<file path="src/design/hex_count_run_length_decoder_defines.svh">
// Assertion macros shared by the run-length decoder RTL.
// Depends on a clock named clock and a reset named reset in the using scope.
`ifndef HEX_COUNT_RUN_LENGTH_DECODER_DEFINES_SVH
`define HEX_COUNT_RUN_LENGTH_DECODER_DEFINES_SVH

// check that is masked while reset is high
`define HCRL_ASSERT(label, prop, msg) \
   label: assert property (@(posedge clock) disable iff (reset) prop) else $error(msg);

// check that also holds across reset
`define HCRL_ASSERT_RST(label, prop, msg) \
   label: assert property (@(posedge clock) prop) else $error(msg);

`endif

</file>
<file path="src/design/hcrl_pkg.sv">
// Types, codes and helpers for the hex-count run-length decoder.
// No dependencies; used by hcrl_step and the top level.
package hcrl_pkg;

   localparam logic [7:0] STAR_CHAR = 8'h2A;

   // decode phase of the current message
   typedef enum logic [1:0] {
      PH_NORMAL  = 2'd0,
      PH_DIGIT1  = 2'd1,
      PH_DIGIT2  = 2'd2,
      PH_DISCARD = 2'd3
   } phase_type;

   // one request: a character of the encoded message
   typedef struct packed {
      logic [7:0] in_char;
      logic       in_last;
   } req_type;

   // one result: a run of bytes, or the error marker
   typedef struct packed {
      logic [7:0] run_byte;
      logic [7:0] run_count;
      logic       decode_error;
      logic       out_last;
   } rsp_type;

   // per-message decode state
   typedef struct packed {
      phase_type  phase;
      logic [7:0] previous_char;
      logic [3:0] first_count_digit;
      logic       seen_any_char;
   } state_type;

   // hex digit lookup: valid flag and digit value
   typedef struct packed {
      logic       valid;
      logic [3:0] value;
   } hex_type;

   localparam state_type STATE_RESET = '{
      phase:             PH_NORMAL,
      previous_char:     8'h00,
      first_count_digit: 4'h0,
      seen_any_char:     1'b0
   };

   function automatic hex_type hex_digit(input logic [7:0] c);
      hex_type h;
      logic [7:0] d;
      h = '{valid: 1'b0, value: 4'h0};
      d = 8'h00;
      if (c inside {[8'h30:8'h39]}) begin
         d = c - 8'h30;
         h = '{valid: 1'b1, value: d[3:0]};
      end else if (c inside {[8'h61:8'h66]}) begin
         d = c - 8'h61 + 8'd10;
         h = '{valid: 1'b1, value: d[3:0]};
      end else if (c inside {[8'h41:8'h46]}) begin
         d = c - 8'h41 + 8'd10;
         h = '{valid: 1'b1, value: d[3:0]};
      end
      return h;
   endfunction

endpackage

</file>
<file path="src/design/hex_count_run_length_decoder.sv">
// Hex-count run-length decoder, top level.
// Depends on hcrl_pkg, hcrl_step and hex_count_run_length_decoder_defines.svh.
//
// Usage:
//   The req channel takes one character of an encoded message per request,
//   with in_last on the final character. A plain character gives a run of
//   one; a star and two hex digits repeat the character before the star.
//   The rsp channel gives runs (run_byte, run_count), or one error result
//   with decode_error set, run_count zero and out_last set at the end of a
//   malformed message; earlier runs of that message are then void.
//   Result: registered; it appears in the cycle after its request is accepted.
//   Throughput: one request per cycle; the decode is a single combinational
//   step between the message state register and the result register.
//   Requests that only advance the count digits give no result.
//   Stall: while a result waits in the result register and rsp_ready is
//   low, req_ready drops; requests flow again in the cycle it is taken.
//   Reset: synchronous, clears the message state and empties the result
//   register.
`include "hex_count_run_length_decoder_defines.svh"

module hex_count_run_length_decoder (
   input  logic              clock,
   input  logic              reset,
   input  logic              req_valid,
   output logic              req_ready,
   input  hcrl_pkg::req_type req_data,
   output logic              rsp_valid,
   input  logic              rsp_ready,
   output hcrl_pkg::rsp_type rsp_data
);

   hcrl_pkg::state_type state_ff;
   hcrl_pkg::state_type state_in;
   hcrl_pkg::rsp_type   rsp_ff;
   hcrl_pkg::rsp_type   step_result;
   logic                step_valid;
   logic                rsp_valid_ff;
   logic                rsp_valid_in;
   logic                req_fire;

   // decode step
   hcrl_step u_step (
      .state        (state_ff),
      .req          (req_data),
      .state_next   (state_in),
      .result_valid (step_valid),
      .result       (step_result)
   );

   // handshake: accept while the result register is free or being drained
   assign req_ready = !rsp_valid_ff || rsp_ready;
   assign req_fire  = req_valid && req_ready;

   always_comb begin
      rsp_valid_in = rsp_valid_ff;
      if (req_fire && step_valid) begin
         rsp_valid_in = 1'b1;
      end else if (rsp_ready) begin
         rsp_valid_in = 1'b0;
      end
   end

   // message state and result valid
   always_ff @(posedge clock) begin
      if (reset) begin
         state_ff     <= hcrl_pkg::STATE_RESET;
         rsp_valid_ff <= 1'b0;
      end else begin
         rsp_valid_ff <= rsp_valid_in;
         if (req_fire) begin
            state_ff <= state_in;
         end
      end
   end

   // result payload
   always_ff @(posedge clock) begin
      if (req_fire && step_valid) begin
         rsp_ff <= step_result;
      end
   end

   assign rsp_valid = rsp_valid_ff;
   assign rsp_data  = rsp_ff;

   // checks
   `HCRL_ASSERT(a_error_shape, rsp_valid_ff && rsp_ff.decode_error |-> rsp_ff.run_count == 8'h00 && rsp_ff.out_last, "error result must be final with zero count")
   `HCRL_ASSERT(a_run_nonzero, rsp_valid_ff && !rsp_ff.decode_error |-> rsp_ff.run_count != 8'h00, "run result with zero count")
   `HCRL_ASSERT(a_last_clears, req_fire && req_data.in_last |=> state_ff.phase == hcrl_pkg::PH_NORMAL && !state_ff.seen_any_char, "state not cleared after last request")
   `HCRL_ASSERT_RST(a_reset_empty, reset |=> !rsp_valid_ff, "result valid after reset")

endmodule

</file>
<file path="src/design/hcrl_step.sv">
// Combinational decode of one request against the current message state.
// Depends on hcrl_pkg.
module hcrl_step (
   input  hcrl_pkg::state_type state,
   input  hcrl_pkg::req_type   req,
   output hcrl_pkg::state_type state_next,
   output logic                result_valid,
   output hcrl_pkg::rsp_type   result
);

   hcrl_pkg::hex_type digit;
   logic [7:0]        count;
   logic              is_star;

   // count from one or two hex digits
   assign digit   = hcrl_pkg::hex_digit(req.in_char);
   assign is_star = (req.in_char == hcrl_pkg::STAR_CHAR);
   assign count   = digit.valid ? {state.first_count_digit, digit.value}
                                : {4'h0, state.first_count_digit};

   // next state
   always_comb begin
      state_next = state;
      state_next.seen_any_char = 1'b1;
      case (state.phase)
         hcrl_pkg::PH_NORMAL: begin
            if (is_star) begin
               if (!state.seen_any_char || req.in_last) begin
                  state_next.phase = hcrl_pkg::PH_DISCARD;
               end else begin
                  state_next.phase = hcrl_pkg::PH_DIGIT1;
               end
            end else begin
               state_next.previous_char = req.in_char;
            end
         end
         hcrl_pkg::PH_DIGIT1: begin
            if (!digit.valid || req.in_last) begin
               state_next.phase = hcrl_pkg::PH_DISCARD;
            end else begin
               state_next.first_count_digit = digit.value;
               state_next.phase = hcrl_pkg::PH_DIGIT2;
            end
         end
         hcrl_pkg::PH_DIGIT2: begin
            if (count == 8'h00) begin
               state_next.phase = hcrl_pkg::PH_DISCARD;
            end else begin
               state_next.previous_char = req.in_char;
               state_next.phase = hcrl_pkg::PH_NORMAL;
            end
         end
         default: begin
            state_next.phase = hcrl_pkg::PH_DISCARD;
         end
      endcase
      // end of message starts the next one clean
      if (req.in_last) begin
         state_next = hcrl_pkg::STATE_RESET;
      end
   end

   // result for this request
   always_comb begin
      result_valid = 1'b0;
      result = '{run_byte: 8'h00, run_count: 8'h00, decode_error: 1'b1, out_last: 1'b1};
      case (state.phase)
         hcrl_pkg::PH_NORMAL: begin
            if (!is_star) begin
               result_valid = 1'b1;
               result = '{run_byte: req.in_char, run_count: 8'd1,
                          decode_error: 1'b0, out_last: req.in_last};
            end else begin
               result_valid = req.in_last;
            end
         end
         hcrl_pkg::PH_DIGIT1: begin
            result_valid = req.in_last;
         end
         hcrl_pkg::PH_DIGIT2: begin
            if (count != 8'h00) begin
               result_valid = 1'b1;
               result = '{run_byte: state.previous_char, run_count: count,
                          decode_error: 1'b0, out_last: req.in_last};
            end else begin
               result_valid = req.in_last;
            end
         end
         default: begin
            result_valid = req.in_last;
         end
      endcase
   end

endmodule

</file>
<file path="config.mk">
export PLATFORM = sky130hd
export DESIGN_NAME = hex_count_run_length_decoder
export DESIGN_NICKNAME = d
export VERILOG_FILES = /design/src/design/hcrl_pkg.sv /design/src/design/hex_count_run_length_decoder.sv /design/src/design/hcrl_step.sv
export VERILOG_INCLUDE_DIRS = /design/src /design/src/design
export SDC_FILE = /design/constraint.sdc
export NUM_CORES = 1
export LEC_CHECK = 0
export ABC_CLOCK_PERIOD_IN_PS = 2950
export BUFFER_PORTS_ARGS = -buffer_cell sky130_fd_sc_hd__buf_2
export CORE_UTILIZATION = 35
export DETAILED_ROUTE_END_ITERATION = 8
export GPL_ROUTABILITY_DRIVEN = 1
export PLACE_DENSITY = 0.53
export SLEW_MARGIN = 10
export SYNTH_ARGS = -nofsm -noshare
export SYNTH_HDL_FRONTEND = slang
export SYNTH_SLANG_ARGS = --single-unit
</file>
<file path="constraint.sdc">
create_clock -name clock -period 2.95 [get_ports clock]
set_input_delay 0.295 -clock clock [delete_from_list [all_inputs] [get_ports clock]]
set_output_delay 0.295 -clock clock [all_outputs]
set_load 0.005 [all_outputs]
</file>
**After elaboration in Yosys (flattened, before gate mapping)**

Cells that the tools add are included.

- Register bits after elaboration: 34
- Word-level logic and storage cells: 70

- $add $sub $neg: 5
- Magnitude comparators: 6
- Equality and inequality tests: 7
- Mux-type cells: 23
- Reductions and logical operators: 20

Operators by type and width:

| kind | number |
|---|---|
| 18-bit 2-to-1 mux | 2 |
| 18-bit case mux with 2 select lines | 1 |
| 8-bit 2-to-1 mux | 3 |
| 8-bit by 7-bit greater-or-equal comparator with 1-bit output (second input constant) | 2 |
| 8-bit by 7-bit less-or-equal comparator with 1-bit output (second input constant) | 2 |
| 8-bit case mux with 2 select lines | 1 |
| 15-bit 2-to-1 mux | 1 |
| 5-bit 2-to-1 mux | 3 |
| 4-bit by 1-bit subtractor with 4-bit output (second input constant) | 3 |
| 4-bit adder (second input constant) | 2 |
| 8-bit by 6-bit == test with 1-bit output (second input constant) | 1 |
| 8-bit by 6-bit greater-or-equal comparator with 1-bit output (second input constant) | 1 |
| 8-bit by 6-bit less-or-equal comparator with 1-bit output (second input constant) | 1 |
| 8-bit logical NOT | 1 |
| 4-bit 2-to-1 mux | 2 |
| 8-bit nonzero test | 1 |
| 2-bit 2-to-1 mux | 3 |
| 3-bit != test (second input constant) | 2 |
| 2-bit case mux with 3 select lines | 1 |
| 1-bit logical AND | 5 |
| 1-bit 2-to-1 mux | 5 |
| 4-bit AND reduction | 1 |
| 2-bit nonzero test | 2 |
| 1-bit logical NOT | 3 |
| other kinds (10) | 12 |

**Longest topological paths before layout**

Gate-level depths: netlist (run 1).

- Depth after elaboration: 11
- Depth in mapped cells: 10

**By module**

From an unflattened synthesis (run 1), not the netlist that was laid out.

- Cell total of the unflattened synthesis: 209
- Area total of the unflattened synthesis: 2031.9 sq um

By module, submodules not included:

| module | instances | cells an instance | area an instance (sq um) | seq. area each (sq um) |
|---|---|---|---|---|
| hex_count_run_length_decoder | 1 | 92 | 1292.5 | 860.8 |
| hcrl_step | 1 | 117 | 739.5 | 0.0 |

**Worst setup path after synthesis (run 1)**

OpenSTA, ideal clock, no wires.

- Kind: input to register
- Start: input req_data[1] (netlist name)
- End: register rsp_ff, in the netlist rsp_data[0], enable pin
- Data arrival time: 2425 ps
- Required time: 2551 ps
- Path slack: 126 ps
- Stages: 8
- Cells stage by stage: clkbuf_2 inv_1 ha_1 o21bai_1 a211oi_1 o21ai_1 a21oi_4 a21oi_1

- Word-level cells in the longest chain between the ends: 10

RTL lines:

| item | line | text |
|---|---|---|
| from (decl) | hex_count_run_length_decoder.sv:26 | `input hcrl_pkg::req_type req_data,` |
| 4-bit by 1-bit subtractor with 4-bit output (tied with other cells) | hcrl_pkg.sv:59, hcrl_pkg.sv:62 |  |
| 4-bit adder or 1-bit logical AND (tied branches) | hcrl_pkg.sv:59, hcrl_pkg.sv:62, hcrl_pkg.sv:61 |  |
| 5-bit 2-to-1 mux | hcrl_pkg.sv:61 | `end else if (c inside {[8'h41:8'h46]}) begin` |
| 5-bit 2-to-1 mux | hcrl_pkg.sv:58 | `end else if (c inside {[8'h61:8'h66]}) begin` |
| 5-bit 2-to-1 mux | hcrl_pkg.sv:55 | `if (c inside {[8'h30:8'h39]}) begin` |
| 8-bit 2-to-1 mux | hcrl_step.sv:18 | `assign count = digit.valid ? {state.first_count_digit, digit.value}` |
| 8-bit nonzero test | hcrl_step.sv:81 | `if (count != 8'h00) begin` |
| 1-bit 2-to-1 mux | hcrl_step.sv:81 |  |
| 1-bit case mux with 2 select lines (*) | hcrl_step.sv:67 | `case (state.phase)` |
| 1-bit logical AND (*) | hex_count_run_length_decoder.sv:78 | `if (req_fire && step_valid) begin` |
| to (signal assigned) | hex_count_run_length_decoder.sv:79 | `rsp_ff <= step_result;` |
| to (decl) | hex_count_run_length_decoder.sv:34 | `hcrl_pkg::rsp_type rsp_ff;` |

Mark *: on every way between the ends. The rest lies on a longest branch, timed or not.
A chain may end at the register's enable or synchronous reset.

**Worst setup path after layout (run 1)**

- Start: input req_data[1] (netlist name)
- End: register rsp_ff, in the netlist rsp_data[11], enable pin

The elaborated chain is that of the path after synthesis.

==> impl_metrics.toml, run 1 <==
[critical_path]
cp_max_fo = 18
r2r_start = "state_ff[1]"
worstPathArrival_ns = 2.30
crit_type = "input pin to register"
crit_path_end_kind = "register"
critPathLaunchType = "input pin"
critPathLaunch = "req_data[1]"
worstPathRequired_ns = 2.99

[placement]
port_buffers = 32
placed_cells = 268
gp_congestion = 0.875
hpwl_mm = 3.34

[run]
max_cap_viol_count = 0

[final_layout]
final_common_cell = "buf_2"
nets = 222
layout_common_cells = "buf_2 (32), edfxtp_1 (18), dfxtp_1 (16), nor2_1 (12), and3_1 (10)"
area_growth_syn_to_layout_pct = 19.3
fill_cells = 503
drive_gt1_frac = 0.286
antenna_cells = 0
fin_cells = 276

[global_routing]
grt_pass1_wl_mm = 7.49
grt_antenna_before_repair = 0
grt_usage = 0.181
grt_overflow = 0
grt_max_degree = 21
grt_pass1_vias = 1478

[hold_path]
hold_class = "input pin to register"
holdCritStartpoint = "req_valid"

[sta]
rsz0062_at_grt = "false"
hold_viol = 0
finalCriticalPeriod_ns = 2.26
finalSetupViolCount = 0
clock-skew-final_ns = 0.00578
relSlewSlack = 0.623
fin_setup_tns_ns = 0
fmax_mhz = 442
post-route-period-util = 0.768
tightest_slew_ns = 0.561
slew_viol_final = 0
holdWs_ns = 0.315

[die]
start_util = 0.365
coreArea_um2 = 5110
die_w_um = 75.0
rows = 26
ios = 33
dieArea_um2 = 5620
fp.dieH_um = 75.0

[clock_network]
post_cts_buffers = 0
clockRootBuffer = "clkbuf_8"
cts_buffers = 5
cts_tree = "done"
clkLatencyLatePin_ns = 0.29
hold_buffers = 0
clock-sinks = 34
clk_pin_slew_ns = 0.08
cts_max_level = 2
clk_path_buf_depth = 2
cts-resized-gates = 0

[power_and_ir_drop]
power_frac_comb = 0.099
netSwitchingPower_uw = 259
p_per_area_nw_per_um2 = 521
irDropWorstVdd_uv = 185
p_int_uw = 900
p_clk_frac = 0.448
swShare = 0.224
p_seq_frac = 0.453
leakage_uw = 0.000834

[logic_synthesis]
synth.yosys.seq_area_share = 0.462
synth.avg_cell_area_um2 = 10.8
ys.warnings.count = 0
yosys-top-cells-area = "edfxtp_1 (29%), dfxtp_1 (17%), a22o_1 (3.8%), a211oi_1 (3.6%), and3_1 (3.4%)"
synth_flop_cell = "edfxtp_1"
ys_ff_latch = 34
synth_compound_area_frac = 0.260
synth_cells = 172
synth_fa_ha_area_frac = 0.0268
netlist.area_leader.share = 0.290
synth-simple-area-share = 0.211
synth_top_family_by_area = "compound AO/OA/AOI/OAI gates"
syn_nets = 189
synth-edff-count = 18
synth-xor-area-share = 0.00940
synth_top_area_cell = "edfxtp_1"
ys_types = 53
postSynth.asyncResetShare = 0
synthesis.area_um2 = 1860
synth_mux_area_frac = 0

[detailed_routing]
drt-total-wl_mm = 4.70
drc = 0
detail-route-antenna-nets = 0
wire_per_inst_um = 17.0
first_pass_iters = 4
num_vias = 1579
drt_iter0_drc = 112
via_per_inst = 5.72

[status]
status = "completed"
-- synthesized netlist by cell type, drive strengths merged, types with 4 or more instances --
library cell	instances
edfxtp	18
dfxtp	16
nor2	13
and3	11
a211oi	9
a22o	8
nand2	8
a2111oi	7
a21oi	7
a22oi	7
clkbuf	6
nand2b	5
nor3	5
o21ai	5
ha	4
nor2b	4
o32ai	4
-- area by class of cell --
cell class / count / area [µm²] / share of cell area
multi-input cells: 126 / 945 / 0.425
clock inverters: 3 / 68.8 / 0.0309
flip-flops and latches: 34 / 861 / 0.387
repair buffers: 35 / 183 / 0.0821
inverters: 3 / 11.3 / 0.00506
clock buffers: 5 / 68.8 / 0.0309
well taps: 70 / 87.6 / 0.0394
-- power groups by stage --
stage          sequential, µW  combinational, µW  clock [µW]
3_5_place_dp              536                113           0
6_report                  526                115         519
5_1_grt                   528                127         542
2_1_floorplan             537               68.1           0
3_3_place_gp              535                112           0
4_1_cts                   525                114         524
-- metrics by stage --
| step | total power [µW] | util | instance area (µm²) | setup slack, ns |
|---|---|---|---|---|
| finish | 1160 | 0.436 | 2220 | 0.686 |
| CTS | 1160 | 0.436 | 2220 | 0.726 |
| global route | 1200 | 0.436 | 2220 | 0.541 |
| floorplan | 605 | - | 1860 | 0.126 |
| detailed placement | 649 | 0.409 | 2090 | 0.444 |
| global placement | 648 | 0.409 | 2090 | 0.535 |
-- per-layer routing --
layer / wire length (µm) / share of wire / vias up / global-route usage
met4: 86 / 0.018 / 0 / 0.0671
met5: 0 / 0 / - / 0
met2: 2140 / 0.45 / 52 / 0.280
li1: - / - / 750 / -
met3: 220 / 0.047 / 14 / 0.0388
met1: 2260 / 0.48 / 763 / 0.248
-- sequential cells by signal (all words and copies together) (netlist names) --
register and count:
rsp_data 18, state_ff 15, rsp_valid 1
-- critical path, cell delays in order --
cell,delay (ns)
buf_2,0.20
inv_1,0.14
ha_1,0.25
o21bai_1,0.28
a21oi_2,0.17
o31a_2,0.39
a21oi_4,0.25
a21oi_1,0.10
buf_4,0.23
-- cell families after synthesis --
kind of cell	after synthesis
XOR/XNOR	2
AO/OA/AOI/OAI	61
buffers and inverters	12
flip-flops	34
adder cells (fa/ha/maj)	4
AND/OR/NAND/NOR	59
-- worst paths after layout --
path | depth (start not counted) | to | slack [ns]
hold / removal | 3 | rsp_valid | 0.32
setup / recovery | 9 | rsp_data[11] | 0.69
hold reg to reg | 2 | state_ff[0] | 0.49
setup reg to reg | 6 | rsp_data[11] | 0.74
(Power assumes the default switching activity.)
==> inputs of run 2 (changes only) <==
--- a/config.mk
+++ b/config.mk
@@ -6,7 +6,7 @@
 export SDC_FILE = /design/constraint.sdc
 export NUM_CORES = 1
 export LEC_CHECK = 0
-export ABC_CLOCK_PERIOD_IN_PS = 2950
+export ABC_CLOCK_PERIOD_IN_PS = 1900
 export BUFFER_PORTS_ARGS = -buffer_cell sky130_fd_sc_hd__buf_2
 export CORE_UTILIZATION = 35
 export DETAILED_ROUTE_END_ITERATION = 8
==> constraint.sdc (replaced) <==
create_clock -name clock -period 1.9 [get_ports clock]
set_input_delay 0.19 -clock clock [delete_from_list [all_inputs] [get_ports clock]]
set_output_delay 0.19 -clock clock [all_outputs]
set_load 0.005 [all_outputs]
==> run 2 against run 1 <==
  * The run now ends with negative setup slack left
  * Wire length rose by 12%
  * Count of clock-buffer cells in the layout is the same
  * First-iteration DRC count fell by 16%
  * Sequential cell count stayed put
  * Register-to-register slack got worse by 0.84 ns
  * Largest power group unchanged
  * Highest routed layer unchanged
==> impl_metrics.toml, run 2 (synthesized netlist as in run 1, its figures left out) <==
[status]
status = "finished with violations"
violations = "negative setup slack"

[detailed_routing]
num_vias = 1699
drc = 0
wire_per_inst_um = 17.0
drt-total-wl_mm = 5.26
first_pass_iters = 4
detail-route-antenna-nets = 0
drt_iter0_drc = 94
via_per_inst = 5.48

[sta]
finalSetupViolCount = 33
clock-skew-final_ns = 0.0148
holdWs_ns = 0.202
post-route-period-util = 1.05
slew_viol_final = 0
setup_slack_ns = -0.0990
finalCriticalPeriod_ns = 2.00
relSlewSlack = 0.726
hold_viol = 0
tightest_slew_ns = 0.410
rsz0062_at_grt = "true"
fmax_mhz = 500

[critical_path]
cp_max_fo = 9
worstPathCellList = "or4_4 -> nor4b_4 -> o21a_2 -> nor2_4 -> a22o_1"
cpMaxStageDelayCell = "or4_4"
cp_top_family = "simple AND/OR/NAND/NOR gates"
worstPathArrival_ns = 2.04
ff2ff_setup_slack_ns = -0.1
crit_path_end_kind = "register"
r2r_start = "state_ff[4]"
crit_type = "register to register"
path_buf_inv = 0
critPathLaunchType = "register"
slowest_delay_ns = 0.57
r2r-end = "rsp_data[12]"
reg2reg_depth = 5
critical_path_cell_count = 5
worstPathRequired_ns = 1.94

[placement]
hpwl_mm = 3.83
placed_cells = 300
pre_cts_ws_ns = -0.244
gp_congestion = 0.871
port_buffers = 32

[global_routing]
grt_pass1_wl_mm = 8.19
grt_pass1_vias = 1567
grt_max_degree = 21
grt_usage = 0.201
grt_antenna_before_repair = 0
grt_overflow = 0

[die]
dieArea_um2 = 5620
fp.dieH_um = 75.0
coreArea_um2 = 5110
ios = 33
rows = 26
die_w_um = 75.0
start_util = 0.365

[hold_path]
hold_class = "input pin to register"
hold_depth = 3
hold_path_end = "rsp_valid"
holdCritStartpoint = "req_valid"

[clock_network]
clkLatencyLatePin_ns = 0.30
cts_buffers = 5
clock-sinks = 34
clk_pin_slew_ns = 0.08
cts_max_level = 2
clockRootBuffer = "clkbuf_8"
clk_path_buf_depth = 2
hold_buffers = 0
cts_tree = "done"

[final_layout]
drive_gt1_frac = 0.463
fin_util = 0.524
fin_cells = 310
final_common_cell = "buf_4"
fill_cells = 468
antenna_cells = 0
layout_common_cells = "buf_4 (35), buf_2 (32), edfxtp_1 (18), dfxtp_1 (15), nor2_1 (12)"
nets = 256
area_growth_syn_to_layout_pct = 43.6
largest_reg_flops = 18

[power_and_ir_drop]
irDropWorstVdd_uv = 347
leakage_uw = 0.00101
p_per_area_nw_per_um2 = 645

[run]
max_cap_viol_count = 0
run 2: cell types whose count changed in the layout (fill, tap and decap cells not counted), moves of 2 or more:
cell,delta
a2111oi_0,-7
a2111oi_4,+6
a211oi_1,-5
a211oi_2,+5
a21oi_4,+2
buf_12,+2
buf_4,+32
clkinv_2,+2
run 2: tightest hold or removal path, delay by kind of cell:
| kind | cells | cell delay, ns |
|---|---|---|
| simple gates | 1 | 0.10 |
| compound gates | 1 | 0.06 |
| buf+inv | 1 | 0.11 |
run 2: routing by layer:
layer / GRT usage / up-vias / wire length [µm]
met5: 0 / - / 0
met4: 0.0818 / 0 / 74
met3: 0.0509 / 5 / 315
met2: 0.296 / 61 / 2390
met1: 0.282 / 813 / 2470
li1: - / 820 / -
run 2: area by class of cell:
| class | count | area, µm² | area share |
|---|---|---|---|
| clock buffer | 5 | 68.8 | 0.0257 |
| clock inverter | 3 | 40.0 | 0.0150 |
| inverter | 3 | 11.3 | 0.00421 |
| tap | 70 | 87.6 | 0.0327 |
| multi-input combinational | 126 | 1140 | 0.428 |
| sequential | 34 | 862 | 0.322 |
| timing repair buffer | 69 | 463 | 0.173 |
run 2: report_power, final:
group	internal, µW	switching [µW]	total, µW	leakage (µW)
Combinational	107	137	244	0.000649
Clock	386	278	664	0.0000579
Sequential	804	14.7	819	0.000305
run 2: how the worst max path moves through the flow:
stage	start	endpoint	slack, ns
after detailed placement	req_data[5]	state_ff[5]	-0.24
after global routing	state_ff[4]	rsp_data[12]	-0.16
final	state_ff[4]	rsp_data[12]	-0.1
after global placement	state_ff[1]	rsp_data[12]	-0.15
after floorplan	req_data[1]	rsp_data[0]	-0.1
after CTS	state_ff[4]	rsp_data[12]	-0.13
run 2: timing repair:
| item | CTS | global route |
|---|---|---|
| endpoints found under the setup margin | 38 | 38 |
| gates cloned | 0 | 0 |
| resized for setup | 1 | 26 |
| pin swaps | 13 | 13 |
| buffers inserted | 2 | 0 |
run 2: stage by stage:
stage	setup TNS, ns	total power, µW	area, µm²
floorplan	-2.27	949	1920
global placement	-3.89	1060	2410
detailed placement	-5.06	1060	2410
CTS	-2.40	1720	2540
global route	-3.58	1790	2680
finish	-2.11	1730	2680
